--- src/sv/assert_macros.svh ---
// ----------------------------------------------------------------------------
// Assertion macros
// Shorthand for clocked assertions on clk, disabled while arst_n is low.
// ----------------------------------------------------------------------------
`ifndef ASSERT_MACROS_SVH
`define ASSERT_MACROS_SVH

// Condition holds at every clock edge out of reset
`define ASSERT_ALWAYS(label, cond) \
	label: assert property (@(posedge clk) disable iff (!arst_n) (cond)) \
		else $error("%m: check failed");

// Antecedent implies consequent in the same cycle
`define ASSERT_IMPL(label, ante, cons) \
	label: assert property (@(posedge clk) disable iff (!arst_n) (ante) |-> (cons)) \
		else $error("%m: check failed");

// Antecedent implies consequent in the next cycle
`define ASSERT_NEXT(label, ante, cons) \
	label: assert property (@(posedge clk) disable iff (!arst_n) (ante) |=> (cons)) \
		else $error("%m: check failed");

`endif

--- src/sv/bce_pkg.sv ---
// ----------------------------------------------------------------------------
// Branch confidence estimator package
// Sizes, codes, shared types and a helper function.
// ----------------------------------------------------------------------------
package bce_pkg;

	// Table and field sizes
	localparam int TABLE_ENTRIES = 1024;
	localparam int IDX_W         = $clog2(TABLE_ENTRIES);
	localparam int ENTRY_W       = 16;
	localparam int CNT_W         = $clog2(ENTRY_W + 1);
	localparam int NIB_W         = 4;
	localparam int NIBS          = ENTRY_W / NIB_W;
	localparam int NIB_CNT_W     = $clog2(NIB_W + 1);
	localparam int VAL_W         = ENTRY_W + 2;
	localparam int EBITS_W       = 5;
	localparam int MODE_W        = 2;
	localparam int NUM_THR       = 3;
	localparam int TIDX_W        = $clog2(NUM_THR);
	localparam int THR_W         = 17;
	localparam int TCNT_W        = 2;
	localparam int HIST_W        = 10;
	localparam int ADDR_W        = 32;
	localparam int ADDR_SHIFT    = 3;
	localparam int FREE_W        = 4;
	localparam int QUEUE_DEPTH   = 2;
	localparam int QPTR_W        = $clog2(QUEUE_DEPTH);
	localparam int QCNT_W        = $clog2(QUEUE_DEPTH + 1);
	localparam int CFG_IDX_W     = 3;
	localparam int CFG_DATA_W    = 17;

	// Operation codes
	localparam logic OP_LOOKUP = 1'b0;
	localparam logic OP_UPDATE = 1'b1;

	// Entry modes
	localparam logic [MODE_W-1:0] MODE_ONES      = 2'd0;
	localparam logic [MODE_W-1:0] MODE_SAT       = 2'd1;
	localparam logic [MODE_W-1:0] MODE_RESET     = 2'd2;
	localparam logic [MODE_W-1:0] MODE_RESET_ALT = 2'd3;

	// Configuration register indexes
	localparam logic [CFG_IDX_W-1:0] REG_ENTRY_MODE = 3'd0;
	localparam logic [CFG_IDX_W-1:0] REG_ENTRY_BITS = 3'd1;
	localparam logic [CFG_IDX_W-1:0] REG_USE_HIST   = 3'd2;
	localparam logic [CFG_IDX_W-1:0] REG_THR_SEL    = 3'd3;
	localparam logic [CFG_IDX_W-1:0] REG_THR_COUNT  = 3'd4;
	localparam logic [CFG_IDX_W-1:0] REG_THR_ZERO   = 3'd5;
	localparam logic [CFG_IDX_W-1:0] REG_THR_ONE    = 3'd6;
	localparam logic [CFG_IDX_W-1:0] REG_THR_TWO    = 3'd7;

	// Configuration reset values
	localparam logic [MODE_W-1:0]  RST_ENTRY_MODE = MODE_SAT;
	localparam logic [EBITS_W-1:0] RST_ENTRY_BITS = 5'd4;
	localparam logic [TCNT_W-1:0]  RST_THR_COUNT  = 2'd1;

	// Configuration as seen by the front and back
	typedef struct packed {
		logic [MODE_W-1:0]                entry_mode;
		logic [EBITS_W-1:0]               entry_bits;
		logic                             use_hist;
		logic                             thr_sel;
		logic [TCNT_W-1:0]                thr_count;
		logic [NUM_THR-1:0][THR_W-1:0]    thr;
	} bce_cfg_t;

	// Classified item travelling from front to back
	typedef struct packed {
		logic             op;
		logic [IDX_W-1:0] idx;
		logic             correct;
		logic             force_high;
		logic [TIDX_W-1:0] tidx;
	} bce_item_t;

	// Back status toward front and top
	typedef struct packed {
		logic clearing;
		logic executing;
	} bce_bstat_t;

	// Back sequencer states
	typedef enum logic [1:0] {
		BS_CLEAR,
		BS_IDLE,
		BS_EXEC
	} bce_bstate_t;

	// Count ones of an entry, nibble counts first, then their sum
	function automatic logic [CNT_W-1:0] popcount(input logic [ENTRY_W-1:0] v);
		logic [NIB_CNT_W-1:0] part;
		logic [CNT_W-1:0]     sum;
		sum = '0;
		for (int g = 0; g < NIBS; g++) begin
			part = '0;
			for (int b = 0; b < NIB_W; b++) begin
				part = part + NIB_CNT_W'(v[g*NIB_W + b]);
			end
			sum = sum + CNT_W'(part);
		end
		return sum;
	endfunction

endpackage

--- src/sv/bce_front.sv ---
// ----------------------------------------------------------------------------
// Branch confidence estimator front
// Accepts items, forms the table index from address and global history,
// picks the threshold and keeps the global taken history.
// ----------------------------------------------------------------------------
module bce_front (
	input  logic                        clk,
	input  logic                        arst_n,
	input  bce_pkg::bce_cfg_t           cfg,
	input  bce_pkg::bce_bstat_t         bstat,
	input  logic                        in_valid,
	output logic                        in_ready,
	input  logic                        operation,
	input  logic [bce_pkg::ADDR_W-1:0]  branch_address,
	input  logic [bce_pkg::FREE_W-1:0]  spare_contexts,
	input  logic                        was_taken,
	input  logic                        was_correct,
	output logic                        push_valid,
	input  logic                        push_ready,
	output bce_pkg::bce_item_t          push_item
);

	logic [bce_pkg::HIST_W-1:0] hist_q;
	logic [bce_pkg::ADDR_W-1:0] addr_sh;
	logic [bce_pkg::ADDR_W-1:0] hist_ext;
	logic [bce_pkg::TCNT_W-1:0] cnt;
	logic [bce_pkg::FREE_W-1:0] fc;
	logic [bce_pkg::FREE_W-1:0] last;
	logic                       xfer;

	// Hold off new items while the table is being cleared
	assign in_ready   = push_ready && !bstat.clearing;
	assign push_valid = in_valid && !bstat.clearing;
	assign xfer       = in_valid && in_ready;

	// Index: shifted address, optionally XORed with history
	assign addr_sh  = branch_address >> bce_pkg::ADDR_SHIFT;
	assign hist_ext = cfg.use_hist ? bce_pkg::ADDR_W'(hist_q) : '0;

	// Pick threshold slot from free contexts
	always_comb begin
		cnt  = (cfg.thr_count == '0) ? bce_pkg::TCNT_W'(1) : cfg.thr_count;
		if (cnt > bce_pkg::TCNT_W'(bce_pkg::NUM_THR)) begin
			cnt = bce_pkg::TCNT_W'(bce_pkg::NUM_THR);
		end
		fc   = spare_contexts - bce_pkg::FREE_W'(1);
		last = bce_pkg::FREE_W'(cnt - bce_pkg::TCNT_W'(1));
		push_item.op         = operation;
		push_item.idx        = bce_pkg::IDX_W'(addr_sh ^ hist_ext);
		push_item.correct    = was_correct;
		push_item.force_high = 1'b0;
		push_item.tidx       = '0;
		if (cfg.thr_sel) begin
			if (spare_contexts == '0) begin
				push_item.force_high = 1'b1;
			end else if (fc < last) begin
				push_item.tidx = bce_pkg::TIDX_W'(fc);
			end else begin
				push_item.tidx = bce_pkg::TIDX_W'(last);
			end
		end
	end

	// Shift outcome into history on an update transfer while history is in use
	always_ff @(posedge clk or negedge arst_n) begin
		if (!arst_n) begin
			hist_q <= '0;
		end else if (xfer && operation == bce_pkg::OP_UPDATE && cfg.use_hist) begin
			hist_q <= {hist_q[bce_pkg::HIST_W-2:0], was_taken};
		end
	end

endmodule

--- config.mk ---
export PLATFORM = sky130hd
export DESIGN_NAME = bce_front
export DESIGN_NICKNAME = d
export VERILOG_FILES = /design/src/sv/assert_macros.svh /design/src/sv/bce_pkg.sv /design/src/sv/bce_front.sv
export SDC_FILE = /design/constraint.sdc
export NUM_CORES = 1
export LEC_CHECK = 0
export BUFFER_PORTS_ARGS = -buffer_cell sky130_fd_sc_hd__buf_4
export CORE_UTILIZATION = 30
export DETAILED_ROUTE_END_ITERATION = 16
export PLACE_DENSITY_LB_ADDON = 0.15
export SETUP_SLACK_MARGIN = 0.05
export SLEW_MARGIN = 15
export SYNTH_ARGS = -nofsm -noshare
export SYNTH_HDL_FRONTEND = slang
export SYNTH_SLANG_ARGS = --single-unit
--- constraint.sdc ---
create_clock -name clk -period 2.35 [get_ports clk]
set_input_delay 0.235 -clock clk [delete_from_list [all_inputs] [get_ports clk]]
set_output_delay 0.235 -clock clk [all_outputs]
set_load 0.02 [all_outputs]
==> results.json <==
{
  "vias": 688,
  "drc": 0,
  "preCtsSetupSlack_ns": 0.217,
  "die_w_um": 52.9,
  "worstPathCellList": "buf_4, inv_1, ha_1, inv_1, ha_1, o21ai_0, a211oi_1, nor4_1, buf_4",
  "path_class": "primary input to output pin",
  "numPortBuffers": 40,
  "wire_per_inst_um": 11.9,
  "pwr-share-clk": 0.291,
  "hold_path_class": "primary input to flop",
  "synth_area_leader_cell": "dfrtp_1",
  "area_growth_pct": 47.4,
  "synth.most_common_cell": "nand2_1",
  "antenna_found_initial": 0,
  "grt_pass1_vias": 625,
  "fin_util": 0.466,
  "regArea_um2": 250,
  "largest_reg_flops": 10,
  "p_int_w": 0.000380,
  "cpPeakStageDelay_ns": 0.31,
  "ctsResizeCount": 0,
  "switching_share": 0.316,
  "cts_tree": "yes",
  "coreArea_mm2": 0.00245,
  "irDropWorstVdd_mv": 0.279,
  "hold_violations": 0,
  "final_area_mm2": 0.00114,
  "avgSynthCellArea_um2": 9.70,
  "leakagePower_nw": 0.588,
  "routabilityCongestion": 0.720,
  "first_pass_iters": 4,
  "regMostFlops": "hist_q",
  "grt_pass1_wl_um": 2770,
  "grt_max_degree": 12,
  "rows": 18,
  "final-setup-viol-count": 0,
  "critPathMaxFanout": 4,
  "start_util": 0.316,
  "synth_cells": 80,
  "post-route-min-period_ns": 2.16,
  "cts.reportedPaths.clkPinSlew_ns": 0.08,
  "outcome": "finished clean",
  "nFillCells": 241,
  "synth_cell_types": 25,
  "cts-root-buf": "clkbuf_4",
  "dpl_cell_area_mm2": 0.00110,
  "p_comb_frac": 0.354,
  "required_ns": 2.12,
  "final_nets": 236,
  "switchingPower_w": 0.000176,
  "drv_slew": 0,
  "cts.sinks": 10,
  "synth_edf_count": 0,
  "crit_buf_inv": 4,
  "multi_input_area_um2": 487,
  "powerDensity_mw_per_mm2": 486,
  "fin_setup_tns_ns": 0,
  "syn_area_um2": 776,
  "dieArea_mm2": 0.00279,
  "start_kind": "primary input",
  "seq_power_share": 0.355,
  "synthTopCellsByCount": "12 x nand2_1, 10 x dfrtp_1, 10 x mux2_2, 10 x xnor2_1, 6 x inv_1",
  "grt_overflow_total": 0,
  "fin_skew_ns": 0.00498,
  "clk_path_buf_depth": 2,
  "drtAntennaViolNets": 0,
  "fp.dieH_um": 52.9,
  "first_iter_violations": 13,
  "crit_slowest_cell": "o21ai_0",
  "drive_gt1_frac": 0.463,
  "via_per_inst": 4.50,
  "setup_ws_ns": 0.195,
  "synth_flop_cell": "dfrtp_1",
  "max_freq_ghz": 0.464,
  "r2r_setup_slack_ns": 1.56,
  "synth-seq-area-share": 0.323,
  "yosys-top-cells-area": "dfrtp_1 32%, mux2_2 15%, xnor2_1 11%",
  "yosysWarnings": 0,
  "postCtsSetupBuffers": 0,
  "cts-buffers-inserted": 3,
  "critPathTopFamily": "adder cells",
  "largestRegisters": "hist_q (10)",
  "dp_hpwl_um": 1500,
  "async_reset_ff_frac": 1.00,
  "synth_top_area_frac": 0.323,
  "grt.total_usage": 0.139,
  "critPathArrivalTime_ns": 1.92,
  "num_antenna_cells": 0,
  "clock_latency_ns": 0.27,
  "htree_levels": 1,
  "maxCapViolCount": 0,
  "period_share": 0.917,
  "ys_ff_latch": 10,
  "totalWireLength_um": 1810,
  "end_kind": "output pin",
  "pin_count": 124,
  "rsz0062_at_grt": "false"
}
repair_timing:
| item | 4_1_cts | 5_1_grt |
|---|---|---|
| endpoints found under the hold margin | 10 | 0 |
| hold buffers | 1 | 0 |
| setup endpoints to repair | 0 | 0 |
worst paths after layout:
kind,startpoint,to,cells past startpoint
worst max-delay path,spare_contexts[0],push_item[0],9
worst min-delay path,was_taken,hist_q[0]$_DFFE_PN0P_,2
worst max register to register,hist_q[2]$_DFFE_PN0P_,hist_q[3]$_DFFE_PN0P_,1
max in group asynchronous,arst_n,hist_q[6]$_DFFE_PN0P_,2
min in group asynchronous,arst_n,hist_q[0]$_DFFE_PN0P_,2
worst min register to register,hist_q[9]$_DFFE_PN0P_,hist_q[9]$_DFFE_PN0P_,1
power groups by stage:
stage          registers, W  logic (W)  clock network [W]
2_1_floorplan      0.000197   0.000112                  0
3_3_place_gp       0.000200   0.000194                  0
3_5_place_dp       0.000200   0.000197                  0
4_1_cts            0.000197   0.000199           0.000162
5_1_grt            0.000199   0.000216           0.000172
6_report           0.000197   0.000197           0.000162
cell type report:
cell class	instances	share of cell area
timing repair buffer	41	0.271
inverter	6	0.0197
multi-input combinational	62	0.426
tap	30	0.0328
sequential	10	0.219
clock buffer	4	0.0317
through the flow:
stage / hold WS (ns) / power, W / std cells
2_1_floorplan: -0.0606 / 0.000309 / 81
3_3_place_gp: 0.0701 / 0.000393 / 148
3_5_place_dp: 0.0739 / 0.000397 / 148
4_1_cts: 0.196 / 0.000559 / 153
5_1_grt: 0.197 / 0.000587 / 153
6_report: 0.195 / 0.000556 / 153
logic make-up after synthesis:
logic type / synth area share
DFF: 0.323
xor gates and xnor gates: 0.135
adders and majority gates: 0.0806
buffers and inverters: 0.0548
muxes: 0.145
and+or+nand+nor: 0.184
other: 0.00483
AOI/OAI and AO/OA: 0.0726
layer usage:
metal	global-route usage	part of all wire
met1	0.182	0.44
met4	0.0526	0.010
met2	0.226	0.50
met5	0	0
met3	0.0259	0.052
layout by cell type (no fill, tap or decap):
| cell type | instances |
|---|---|
| dlygate4sd3_1 | 1 |
| a211oi_1 | 3 |
| a21o_1 | 1 |
| and2b_1 | 1 |
| nor2_1 | 5 |
| nor4bb_1 | 1 |
| mux2_2 | 10 |
| dfrtp_1 | 10 |
| buf_4 | 40 |
| inv_1 | 6 |
| a21oi_1 | 1 |
| clkbuf_4 | 3 |
| nor3_1 | 1 |
| nor2b_1 | 1 |
| clkbuf_8 | 1 |
| nand2_1 | 12 |
| ha_1 | 5 |
| a211o_1 | 1 |
| conb_1 | 2 |
| o21ai_0 | 1 |
| nor4_1 | 1 |
| nand4_4 | 1 |
| xnor2_1 | 10 |
| nor2b_4 | 1 |
| xor2_1 | 2 |
| or3b_2 | 1 |
| o31ai_1 | 1 |
Power figures use the tool's default switching activity.
