===== src/sv/assert_macros.svh =====
// ----------------------------------------------------------------------------
// Assertion macros
// Shorthand for clocked assertions on clk, disabled while arst_n is low.
// ----------------------------------------------------------------------------
`ifndef ASSERT_MACROS_SVH
`define ASSERT_MACROS_SVH

// Condition holds at every clock edge out of reset
`define ASSERT_ALWAYS(label, cond) \
	label: assert property (@(posedge clk) disable iff (!arst_n) (cond)) \
		else $error("%m: check failed");

// Antecedent implies consequent in the same cycle
`define ASSERT_IMPL(label, ante, cons) \
	label: assert property (@(posedge clk) disable iff (!arst_n) (ante) |-> (cons)) \
		else $error("%m: check failed");

// Antecedent implies consequent in the next cycle
`define ASSERT_NEXT(label, ante, cons) \
	label: assert property (@(posedge clk) disable iff (!arst_n) (ante) |=> (cons)) \
		else $error("%m: check failed");

`endif


===== src/sv/bce_pkg.sv =====
// ----------------------------------------------------------------------------
// Branch confidence estimator package
// Sizes, codes, shared types and a helper function.
// ----------------------------------------------------------------------------
package bce_pkg;

	// Table and field sizes
	localparam int TABLE_ENTRIES = 1024;
	localparam int IDX_W         = $clog2(TABLE_ENTRIES);
	localparam int ENTRY_W       = 16;
	localparam int CNT_W         = $clog2(ENTRY_W + 1);
	localparam int NIB_W         = 4;
	localparam int NIBS          = ENTRY_W / NIB_W;
	localparam int NIB_CNT_W     = $clog2(NIB_W + 1);
	localparam int VAL_W         = ENTRY_W + 2;
	localparam int EBITS_W       = 5;
	localparam int MODE_W        = 2;
	localparam int NUM_THR       = 3;
	localparam int TIDX_W        = $clog2(NUM_THR);
	localparam int THR_W         = 17;
	localparam int TCNT_W        = 2;
	localparam int HIST_W        = 10;
	localparam int ADDR_W        = 32;
	localparam int ADDR_SHIFT    = 3;
	localparam int FREE_W        = 4;
	localparam int QUEUE_DEPTH   = 2;
	localparam int QPTR_W        = $clog2(QUEUE_DEPTH);
	localparam int QCNT_W        = $clog2(QUEUE_DEPTH + 1);
	localparam int CFG_IDX_W     = 3;
	localparam int CFG_DATA_W    = 17;

	// Operation codes
	localparam logic OP_LOOKUP = 1'b0;
	localparam logic OP_UPDATE = 1'b1;

	// Entry modes
	localparam logic [MODE_W-1:0] MODE_ONES      = 2'd0;
	localparam logic [MODE_W-1:0] MODE_SAT       = 2'd1;
	localparam logic [MODE_W-1:0] MODE_RESET     = 2'd2;
	localparam logic [MODE_W-1:0] MODE_RESET_ALT = 2'd3;

	// Configuration register indexes
	localparam logic [CFG_IDX_W-1:0] REG_ENTRY_MODE = 3'd0;
	localparam logic [CFG_IDX_W-1:0] REG_ENTRY_BITS = 3'd1;
	localparam logic [CFG_IDX_W-1:0] REG_USE_HIST   = 3'd2;
	localparam logic [CFG_IDX_W-1:0] REG_THR_SEL    = 3'd3;
	localparam logic [CFG_IDX_W-1:0] REG_THR_COUNT  = 3'd4;
	localparam logic [CFG_IDX_W-1:0] REG_THR_ZERO   = 3'd5;
	localparam logic [CFG_IDX_W-1:0] REG_THR_ONE    = 3'd6;
	localparam logic [CFG_IDX_W-1:0] REG_THR_TWO    = 3'd7;

	// Configuration reset values
	localparam logic [MODE_W-1:0]  RST_ENTRY_MODE = MODE_SAT;
	localparam logic [EBITS_W-1:0] RST_ENTRY_BITS = 5'd4;
	localparam logic [TCNT_W-1:0]  RST_THR_COUNT  = 2'd1;

	// Configuration as seen by the front and back
	typedef struct packed {
		logic [MODE_W-1:0]                entry_mode;
		logic [EBITS_W-1:0]               entry_bits;
		logic                             use_hist;
		logic                             thr_sel;
		logic [TCNT_W-1:0]                thr_count;
		logic [NUM_THR-1:0][THR_W-1:0]    thr;
	} bce_cfg_t;

	// Classified item travelling from front to back
	typedef struct packed {
		logic             op;
		logic [IDX_W-1:0] idx;
		logic             correct;
		logic             force_high;
		logic [TIDX_W-1:0] tidx;
	} bce_item_t;

	// Back status toward front and top
	typedef struct packed {
		logic clearing;
		logic executing;
	} bce_bstat_t;

	// Back sequencer states
	typedef enum logic [1:0] {
		BS_CLEAR,
		BS_IDLE,
		BS_EXEC
	} bce_bstate_t;

	// Count ones of an entry, nibble counts first, then their sum
	function automatic logic [CNT_W-1:0] popcount(input logic [ENTRY_W-1:0] v);
		logic [NIB_CNT_W-1:0] part;
		logic [CNT_W-1:0]     sum;
		sum = '0;
		for (int g = 0; g < NIBS; g++) begin
			part = '0;
			for (int b = 0; b < NIB_W; b++) begin
				part = part + NIB_CNT_W'(v[g*NIB_W + b]);
			end
			sum = sum + CNT_W'(part);
		end
		return sum;
	endfunction

endpackage


===== src/sv/bce_queue.sv =====
// ----------------------------------------------------------------------------
// Branch confidence estimator queue
// Short FIFO of classified items between front and back.
// ----------------------------------------------------------------------------
module bce_queue (
	input  logic                clk,
	input  logic                arst_n,
	input  logic                push_valid,
	output logic                push_ready,
	input  bce_pkg::bce_item_t  push_item,
	output logic                pop_valid,
	input  logic                pop_ready,
	output bce_pkg::bce_item_t  pop_item
);

	bce_pkg::bce_item_t          slot_q [bce_pkg::QUEUE_DEPTH];
	logic [bce_pkg::QPTR_W-1:0]  wr_ptr_q;
	logic [bce_pkg::QPTR_W-1:0]  rd_ptr_q;
	logic [bce_pkg::QCNT_W-1:0]  count_q;
	logic                        push;
	logic                        pop;

	assign push_ready = count_q != bce_pkg::QCNT_W'(bce_pkg::QUEUE_DEPTH);
	assign pop_valid  = count_q != '0;
	assign pop_item   = slot_q[rd_ptr_q];
	assign push       = push_valid && push_ready;
	assign pop        = pop_valid && pop_ready;

	// Store pushed item
	always_ff @(posedge clk) begin
		if (push) begin
			slot_q[wr_ptr_q] <= push_item;
		end
	end

	// Advance pointers and count
	always_ff @(posedge clk or negedge arst_n) begin
		if (!arst_n) begin
			wr_ptr_q <= '0;
			rd_ptr_q <= '0;
			count_q  <= '0;
		end else begin
			if (push) begin
				wr_ptr_q <= (wr_ptr_q == bce_pkg::QPTR_W'(bce_pkg::QUEUE_DEPTH - 1)) ?
					'0 : wr_ptr_q + bce_pkg::QPTR_W'(1);
			end
			if (pop) begin
				rd_ptr_q <= (rd_ptr_q == bce_pkg::QPTR_W'(bce_pkg::QUEUE_DEPTH - 1)) ?
					'0 : rd_ptr_q + bce_pkg::QPTR_W'(1);
			end
			if (push && !pop) begin
				count_q <= count_q + bce_pkg::QCNT_W'(1);
			end else if (pop && !push) begin
				count_q <= count_q - bce_pkg::QCNT_W'(1);
			end
		end
	end

endmodule


===== config.mk =====
export PLATFORM = sky130hd
export DESIGN_NAME = bce_queue
export DESIGN_NICKNAME = d
export VERILOG_FILES = /design/src/sv/assert_macros.svh /design/src/sv/bce_pkg.sv /design/src/sv/bce_queue.sv
export SDC_FILE = /design/constraint.sdc
export NUM_CORES = 1
export LEC_CHECK = 0
export BUFFER_PORTS_ARGS = -buffer_cell sky130_fd_sc_hd__buf_2
export CORE_MARGIN = 2
export CORE_UTILIZATION = 40
export CTS_BUF_LIST = sky130_fd_sc_hd__clkbuf_8
export DETAILED_ROUTE_END_ITERATION = 12
export GPL_ROUTABILITY_DRIVEN = 0
export PLACE_DENSITY_LB_ADDON = 0.1
export SYNTH_ARGS = -nofsm -noshare
export SYNTH_HDL_FRONTEND = slang
export SYNTH_SLANG_ARGS = --single-unit

===== constraint.sdc =====
create_clock -name clk -period 2.6 [get_ports clk]
set_input_delay 0.52 -clock clk [delete_from_list [all_inputs] [get_ports clk]]
set_output_delay 0.52 -clock clk [all_outputs]
set_load 0.005 [all_outputs]

==> results.sh, run 1 <==
export IMPL_crit_family="flip-flops"
export IMPL_final_min_clock_period_ps=2114
export IMPL_grt_pass1_vias=634
export IMPL_drc=0
export IMPL_combPwrFrac_pct=29.3
export IMPL_critPathKind="reg2out"
export IMPL_worst_pin_slew_ps=729.5
export IMPL_die_area_um2=3806
export IMPL_synth_nets=85
export IMPL_numCtsBuffers=5
export IMPL_hold_buffers=0
export IMPL_grt_pass1_wl_um=2822
export IMPL_pwr_share_seq_pct=45.8
export IMPL_place_area_um2=1545
export IMPL_die_y_um=61.69
export IMPL_io_pins=36
export IMPL_whs_ps=35.14
export IMPL_detailed_place_hpwl_um=1283
export IMPL_finish_instance_area_um2=1654
export IMPL_final_nets=127
export IMPL_h_tree_depth=2
export IMPL_ctsLongestPathBuffers=2
export IMPL_intPower_w=0.001347
export IMPL_drv_slew=0
export IMPL_via_per_inst=4.349
export IMPL_clk_pin_slew_ps=60
export IMPL_worstPathRequired_ps=2080
export IMPL_slew_limit_headroom_pct=51.37
export IMPL_drt_total_wl_um=1861
export IMPL_p_switching_w=0.0004681
export IMPL_port_buffers=35
export IMPL_cpPeakStageDelay_ps=610
export IMPL_hp_class="in2async"
export IMPL_cpMaxStageDelayCell="dfrtp_1"
export IMPL_cts_tree="yes"
export IMPL_antenna_found_initial=0
export IMPL_path_cells="buf_4 -> mux2_4 -> buf_2"
export IMPL_antenna_cells=0
export IMPL_setup_viol_count_final=0
export IMPL_worstPathMaxFanout=10
export IMPL_chipWidth_um=61.69
export IMPL_syn_to_final_growth_pct=24.25
export IMPL_rows=20
export IMPL_finalHoldViolations=0
export IMPL_post_cts_resized=0
export IMPL_cts_setup_buffers=0
export IMPL_fin_setup_tns_ps=0
export IMPL_grt_overflow_total=0
export IMPL_cap_violations=0
export IMPL_grt_use_total_pct=11.50
export IMPL_postSynthAreaPerCell_um2=20.48
export IMPL_drive_above_1_share_pct=56.48
export IMPL_wire_per_inst_um=12.24
export IMPL_fillCellCount=283
export IMPL_fin_util_pct=53.31
export IMPL_grt_max_degree=16
export IMPL_power_leakage_nw=0.6772
export IMPL_detail_route_first_pass_iterations=3
export IMPL_seq_area_frac_synth_pct=75.19
export IMPL_multiInputGateArea_um2=295.3
export IMPL_drtIter0Drc=19
export IMPL_clockPowerShare_pct=24.9
export IMPL_ant_nets=0
export IMPL_synthDistinctLibCells=16
export IMPL_final_seq_area_um2=1001
export IMPL_ys_ff_latch=34
export IMPL_rsz0062_at_grt="false"
export IMPL_synth_cell_area_um2=1331
export IMPL_initial_core_util_pct=42.90
export IMPL_vdd_drop_max_mv=0.4193
export IMPL_path_buf_inv=2
export IMPL_switching_share_pct=25.80
export IMPL_syn_inst=65
export IMPL_dr_total_vias=661
export IMPL_coreArea_um2=3103
export IMPL_max_freq_ghz=0.4730
export IMPL_endpoint_kind="output pin"
export IMPL_start_kind="register"
export IMPL_outcome="finished, final reports clean"
export IMPL_pre_cts_ws_ps=758.9
export IMPL_fin_crit_sh_pct=81.31
export IMPL_cp_arrival_ps=1590
export IMPL_clock_skew_ps=2.365
export IMPL_setup_slack_ps=486.0
export IMPL_ys_warn_count=0
export IMPL_clk_latency_ps=280
export IMPL_power_density_nw_per_um2=1097
export IMPL_cts_sinks=34
export IMPL_cts_root_buf="clkbuf_8"
-- layer usage --
| metal | GRT usage (%) | routed length [um] |
|---|---|---|
| met1 | 13.14 | 812 |
| met4 | 5.471 | 15 |
| met3 | 6.832 | 155 |
| met5 | 0 | 0 |
| met2 | 17.29 | 877 |
-- power by group through the flow --
stage / logic, W / registers, W / clock network [W]
after floorplan: 0.000427 / 0.000805 / 0
after global placement: 0.000544 / 0.000840 / 0
after detailed placement: 0.000546 / 0.000846 / 0
after CTS: 0.000549 / 0.000836 / 0.000466
after global routing: 0.000604 / 0.000848 / 0.000494
final: 0.000532 / 0.000832 / 0.000451
-- cells in the mapped netlist --
cell type / instances / area share, %
xor2_1: 2 / 1.3
inv_1: 1 / 0.28
nand2b_1: 1 / 0.47
ha_1: 1 / 0.94
buf_6: 1 / 0.85
edfxtp_1: 30 / 68
buf_12: 1 / 1.5
nand2_1: 1 / 0.28
dfrtp_1: 4 / 7.5
mux2_4: 9 / 10
xnor2_1: 3 / 2.0
nor2_1: 2 / 0.56
and3_1: 1 / 0.47
nand2_2: 1 / 0.47
mux2_2: 6 / 5.1
or2_1: 1 / 0.47
-- layout make-up --
type,count,share of cell area (%)
Sequential cell,34,60.51
Multi-Input combinational cell,28,17.85
Timing Repair Buffer,37,11.50
Clock buffer,5,4.160
Tap cell,44,3.328
Clock inverter,3,2.421
Inverter,1,0.2269
-- flip-flops by register name, indices dropped and copies added, names as in the netlist --
register and flops:
count_q 2, slot_q 30, rd_ptr_q 1, wr_ptr_q 1
-- path summary, 6_finish.rpt --
check | slack, ps | start | cells after the start | to
max in group asynchronous | 2450 | arst_n | 1 | rd_ptr_q
min in group clk | 430 | push_item[5] | 1 | slot_q[1][5]
worst max-delay path | 490 | rd_ptr_q | 3 | pop_item[12]
worst min-delay path | 40 | arst_n | 1 | wr_ptr_q
worst min register to register | 490 | count_q[1] | 1 | count_q[1]
worst max register to register | 1030 | count_q[0] | 2 | slot_q[1][6]
-- metrics by stage --
| stage | cells | total power (W) |
|---|---|---|
| 2_1_floorplan | 65 | 0.001232 |
| 3_3_place_gp | 144 | 0.001384 |
| 3_5_place_dp | 144 | 0.001392 |
| 4_1_cts | 152 | 0.001850 |
| 5_1_grt | 152 | 0.001946 |
| 6_report | 152 | 0.001815 |
-- cell families after synthesis --
kind of cell             after synthesis  share of synthesized area, %
multiplexers                          15                         15.23
buffers and inverters                  3                         2.631
adder cells (fa/ha/maj)                1                        0.9397
flip-flops                            34                         75.19
XOR/XNOR                               5                         3.290
AND/OR/NAND/NOR                        7                         2.727
-- cells in the final DEF, fill, tap and decap left out --
master and instances:
and3_1 1, buf_2 35, buf_4 2, bufinv_16 1
clkbuf_8 5, clkinv_2 2, dfrtp_1 4, edfxtp_1 30
ha_1 1, inv_1 1, mux2_2 6, mux2_4 9
nand2_1 1, nand2_2 1, nand2b_1 1, nor2_1 2
or2_1 1, xnor2_1 3, xor2_1 2
Power figures use the tool's default switching activity.
==> run 2: changes to the inputs <==
clock period = 2 ns   (was 2.6 ns; I/O delays follow)
==> run 2 against run 1 <==
Worst setup slack worse by 370 ps. First-iteration DRC count down 53%. Global-route usage grew 0.32 points. Cell count increased by 2.0%. Sequential power rose by 29%. Count of clock-buffer cells in the layout unchanged. Wire length rose by 6.5%. Clock power up 4%. Critical path depth unchanged. Cell area up 0.15%. Sequential share of layout area is 0.091 points lower. Critical path type unchanged. Critical endpoint is now pop_item[2]. Largest cell class unchanged.
==> results.sh, run 2 (same netlist as run 1, synthesis figures left out) <==
export IMPL_detailed_place_hpwl_um=1395
export IMPL_chipWidth_um=61.69
export IMPL_cts_root_buf="clkbuf_8"
export IMPL_grt_pass1_wl_um=2884
export IMPL_p_switching_w=0.0006338
export IMPL_antenna_found_initial=0
export IMPL_combPwrFrac_pct=32.5
export IMPL_fin_setup_tns_ps=0
export IMPL_grt_use_total_pct=11.82
export IMPL_cts_setup_buffers=0
export IMPL_place_area_um2=1560
export IMPL_dr_max_layer_used="met4"
export IMPL_regToRegStartpoint="count_q[0]"
export IMPL_io_pins=36
export IMPL_ant_nets=0
export IMPL_worstPathRequired_ps=1600
export IMPL_post_cts_resized=0
export IMPL_top_regs="slot_q: 30 flops, count_q: 2 flops"
export IMPL_grt_max_degree=16
export IMPL_max_freq_ghz=0.5319
export IMPL_place_inst=146
export IMPL_finish_instance_area_um2=1657
export IMPL_layout_common_cells="buf_2, edfxtp_1, mux2_4, mux2_2, clkbuf_8"
export IMPL_power_leakage_nw=0.6828
export IMPL_antenna_cells=0
export IMPL_met3_length_um=140
export IMPL_numCtsBuffers=5
export IMPL_cap_violations=0
export IMPL_worst_pin_slew_ps=294.1
export IMPL_fin_util_pct=53.39
export IMPL_reg2reg_slack_ps=490
export IMPL_grt_pass1_vias=680
export IMPL_drc=0
export IMPL_pwr_share_seq_pct=46.8
export IMPL_rsz0062_at_grt="false"
export IMPL_power_density_nw_per_um2=1376
export IMPL_port_buffers=35
export IMPL_h_tree_depth=2
export IMPL_setup_viol_count_final=0
export IMPL_drv_slew=0
export IMPL_setup_slack_ps=119.9
export IMPL_final_nets=130
export IMPL_crit_path_end="pop_item[2]"
export IMPL_worstPathMaxFanout=7
export IMPL_clock_skew_ps=4.508
export IMPL_final_common_cell="buf_2"
export IMPL_cts_sinks=34
export IMPL_ctsLongestPathBuffers=2
export IMPL_grt_overflow_total=0
export IMPL_fin_cells=155
export IMPL_wire_per_inst_um=12.79
export IMPL_vdd_drop_max_mv=0.5738
export IMPL_intPower_w=0.001646
export IMPL_clk_latency_ps=280
export IMPL_die_y_um=61.69
export IMPL_via_per_inst=4.387
export IMPL_clk_pin_slew_ps=70
export IMPL_switching_share_pct=27.80
export IMPL_drtIter0Drc=9
export IMPL_r2r_cells=6
export IMPL_cts_tree="yes"
export IMPL_fillCellCount=288
export IMPL_clockPowerShare_pct=20.6
export IMPL_cp_startpoint="rd_ptr_q"
export IMPL_fin_crit_sh_pct=94.01
export IMPL_critPathKind="reg2out"
export IMPL_dr_total_vias=680
export IMPL_coreArea_um2=3103
export IMPL_largest_reg_flops=30
export IMPL_drt_total_wl_um=1982
export IMPL_top_register="slot_q"
export IMPL_final_seq_area_um2=1001
export IMPL_pre_cts_ws_ps=411.3
export IMPL_multiInputGateArea_um2=295.3
export IMPL_start_kind="register"
export IMPL_slew_limit_headroom_pct=80.39
export IMPL_endpoint_kind="output pin"
export IMPL_detail_route_first_pass_iterations=4
export IMPL_regToRegEndpoint="count_q[1]"
export IMPL_wl_met1_um=762
export IMPL_drive_above_1_share_pct=55.86
export IMPL_rows=20
export IMPL_die_area_um2=3806
export IMPL_hp_class="in2reg"
export IMPL_syn_to_final_growth_pct=24.44
export IMPL_cp_arrival_ps=1480
export IMPL_final_min_clock_period_ps=1880
export IMPL_outcome="finished, final reports clean"
export IMPL_initial_core_util_pct=42.90
export IMPL_finalHoldViolations=0
export IMPL_met2_length_um=1063
[run 2: cell types whose count changed in the layout (fill, tap and decap cells not counted)]
cell           before  now
buf_4               2    4
bufinv_16           1    0
clkinv_2            2    1
clkinv_4            0    1
dlygate4sd3_1       0    1
inv_1               1    2
[run 2: area by class of cell]
cell class / count / area share, %
Sequential cell: 34 / 60.42
Clock inverter: 3 / 1.057
Multi-Input combinational cell: 28 / 17.82
Timing Repair Buffer: 40 / 12.99
Tap cell: 44 / 3.323
Clock buffer: 5 / 4.154
Inverter: 1 / 0.2266
[run 2: what timing repair did]
action / CTS / global route
setup endpoints to repair: 0 / 0
hold endpoints to repair: 4 / 0
hold buffers: 1 / 0
[run 2: worst min path at each step]
stage,start,to,cells past startpoint
after floorplan,arst_n,count_q[0],0
after global placement,arst_n,count_q[1],1
after detailed placement,arst_n,count_q[1],1
after CTS,push_item[5],slot_q[0][5],1
after global routing,push_item[5],slot_q[0][5],1
final,push_item[13],slot_q[1][13],1
[run 2: power groups by stage]
stage,combinational (W),sequential (W),clock (W)
5_1_grt,0.000821,0.00109,0.000520
4_1_cts,0.000762,0.00107,0.000491
2_1_floorplan,0.000555,0.00105,0
3_5_place_dp,0.000753,0.00109,0
6_report,0.000742,0.00107,0.000470
3_3_place_gp,0.000748,0.00108,0
[run 2: metrics by stage]
stage,power (W),hold WS [ps]
finish,0.002280,304.2
floorplan,0.001601,104.4
global route,0.002429,288.2
CTS,0.002324,292.3
global placement,0.001825,212.0
detailed placement,0.001840,214.4
[run 2: critical path, cell delays in order, from the launching register on]
cell and delay, ps:
dfrtp_1 510, buf_4 230, mux2_2 340, buf_2 130
[run 2: layer usage]
metal	up-vias	global-route usage, %
li1	330	-
met1	325	10.43
met5	-	0
met3	2	7.453
met2	23	20.45
met4	0	6.383
==> run 3: changes to the inputs <==
ABC_AREA = 1   (was default)
==> run 3 against run 2 <==
First-iteration DRC count rose to 4.6 times the previous value. Area after synthesis up 2.4%. Maximum frequency rose by 1.9%. Via count grew 28%. Cell area up 2.3%. Sequential power about the same. Global-route usage up 1.9 points. Non-clock buffer count increased by 1. Sequential cell count stayed put. Critical endpoint unchanged.
==> results.sh, run 3 <==
export IMPL_grt_use_total_pct=13.68
export IMPL_endpoint_kind="output pin"
export IMPL_top_register="slot_q"
export IMPL_yosysMostFrequentCell="nand2_1"
export IMPL_fin_util_pct=51.21
export IMPL_cpPeakStageDelay_ps=690
export IMPL_io_pins=36
export IMPL_clk_pin_slew_ps=70
export IMPL_r2r_cells=9
export IMPL_synthTopCellsByCount="nand2_1, edfxtp_1, nand2_2"
export IMPL_antenna_found_initial=0
export IMPL_max_freq_ghz=0.5421
export IMPL_final_min_clock_period_ps=1845
export IMPL_drtIter0Drc=41
export IMPL_syn_to_final_growth_pct=24.31
export IMPL_async_reset_ff_share_pct=11.76
export IMPL_finalHoldViolations=0
export IMPL_power_density_nw_per_um2=1395
export IMPL_worst_pin_slew_ps=556.0
export IMPL_largest_reg_flops=30
export IMPL_chipWidth_um=62.39
export IMPL_rsz0062_at_grt="false"
export IMPL_coreArea_um2=3311
export IMPL_synth_nets=127
export IMPL_cts_setup_buffers=0
export IMPL_slew_limit_headroom_pct=62.93
export IMPL_die_area_um2=3893
export IMPL_top_regs="slot_q: 30 flops, count_q: 2 flops"
export IMPL_worstPathRequired_ps=1600
export IMPL_die_y_um=62.39
export IMPL_yosysTopAreaCell="edfxtp_1"
export IMPL_cp_arrival_ps=1440
export IMPL_grt_overflow_total=0
export IMPL_detail_route_first_pass_iterations=4
export IMPL_ctsLongestPathBuffers=2
export IMPL_grt_pass1_wl_um=3857
export IMPL_final_common_cell="nand2_1"
export IMPL_outcome="finished, final reports clean"
export IMPL_vdd_drop_max_mv=0.5545
export IMPL_cpMaxStageDelayCell="dfrtp_1"
export IMPL_synth_cell_area_um2=1364
export IMPL_synth_top_area_share_pct=66.06
export IMPL_numCtsBuffers=5
export IMPL_worstPathMaxFanout=12
export IMPL_synth_enable_flop_cells=30
export IMPL_postSynthAreaPerCell_um2=12.75
export IMPL_path_cells="buf_4 -> nand2_1 -> nand2_1 -> buf_2"
export IMPL_start_kind="register"
export IMPL_setup_viol_count_final=0
export IMPL_ys_warn_count=0
export IMPL_power_leakage_nw=0.7652
export IMPL_synthDistinctLibCells=15
export IMPL_final_nets=172
export IMPL_port_buffers=35
export IMPL_syn_inst=107
export IMPL_seq_area_frac_synth_pct=73.39
export IMPL_worst_path_most_repeated_cell="nand2_1"
export IMPL_drt_total_wl_um=2374
export IMPL_drive_above_1_share_pct=37.91
export IMPL_hp_class="in2reg"
export IMPL_min_path_cells=1
export IMPL_detailed_place_hpwl_um=1639
export IMPL_via_per_inst=4.372
export IMPL_ys_flop_type="edfxtp_1"
export IMPL_drc=0
export IMPL_ys_ff_latch=34
export IMPL_rows=21
export IMPL_initial_core_util_pct=41.19
export IMPL_cap_violations=0
export IMPL_ant_nets=0
export IMPL_drv_slew=0
export IMPL_critPathKind="reg2out"
export IMPL_cts_sinks=34
export IMPL_synthTopCellsByArea="edfxtp_1, nand2_1, dfrtp_1"
export IMPL_cts_tree="yes"
export IMPL_dr_total_vias=870
export IMPL_layout_common_cells="nand2_1, buf_2, edfxtp_1"
export IMPL_fin_setup_tns_ps=0
export IMPL_clock_skew_ps=3.439
export IMPL_fin_crit_sh_pct=92.24
export IMPL_grt_max_degree=17
export IMPL_wire_per_inst_um=11.93
export IMPL_cts_root_buf="clkbuf_8"
export IMPL_grt_pass1_vias=832
export IMPL_clk_latency_ps=280
export IMPL_antenna_cells=0
export IMPL_h_tree_depth=2
-- run 3: worst max-delay path: cells and delay by family (launching register included) --
family | cells | cell delay, ps
DFF | 1 | 690
and+or+nand+nor | 2 | 120
buffers and inverters | 2 | 350
-- run 3: layer usage --
layer  share of wire [%]  track usage, %  vias to the layer above
li1                    -               -                      436
met1                  43           15.59                      399
met2                  49           21.47                       31
met3                 6.0           6.306                        4
met4                 1.4           7.500                        0
met5                   0               0                        -
-- run 3: cell type report --
cell class	count	area [um^2]
clock buffers	5	68.82
clock inverters	3	16.27
fillers	324	1615
inverters	7	33.78
multi-input cells	63	295.3
flip-flops and latches	34	1001
well taps	46	57.56
repair buffers	41	222.7
-- run 3: path summary, 6_finish.rpt --
path / startpoint / end / slack (ps)
max reg2reg: count_q[0] / count_q[1] / 620
min: push_item[7] / slot_q[1][7] / 300
max: rd_ptr_q / pop_item[2] / 160
min in group asynchronous: arst_n / count_q[0] / 440
max in group asynchronous: arst_n / rd_ptr_q / 1430
min reg2reg: count_q[0] / count_q[0] / 520
-- run 3: through the flow --
stage / power, W / setup slack [ps] / cells / instance area [um^2] / hold WS [ps]
floorplan: 0.001613 / 385.3 / 107 / 1364 / 104.4
global placement: 0.001893 / 478.8 / 190 / 1600 / 213.6
detailed placement: 0.001916 / 458.4 / 190 / 1600 / 214.7
CTS: 0.002405 / 129.6 / 199 / 1695 / 292.5
global route: 0.002553 / 49.75 / 199 / 1695 / 283.8
finish: 0.002365 / 155.2 / 199 / 1695 / 301.4
-- run 3: repair_timing --
action | 4_1_cts | 5_1_grt
hold buffers | 1 | 0
resized for setup | 0 | 0
setup endpoints to repair | 0 | 0
endpoints found under the hold margin | 4 | 0
-- run 3: kinds of logic after synthesis --
logic type	count (synthesis)	synth area share, %
buffers and inverters	10	4.954
adder cells (fa/ha/maj)	1	0.9173
flip-flops	34	73.39
XOR/XNOR	2	1.835
AND/OR/NAND/NOR	60	18.90
-- run 3: report_power, final --
group | internal (W) | total [W] | switching (W) | leakage (nW)
Sequential | 0.000979 | 0.00109 | 0.000112 | 0.327
Clock | 0.000238 | 0.000479 | 0.000241 | 0.0416
Combinational | 0.000337 | 0.000795 | 0.000458 | 0.397
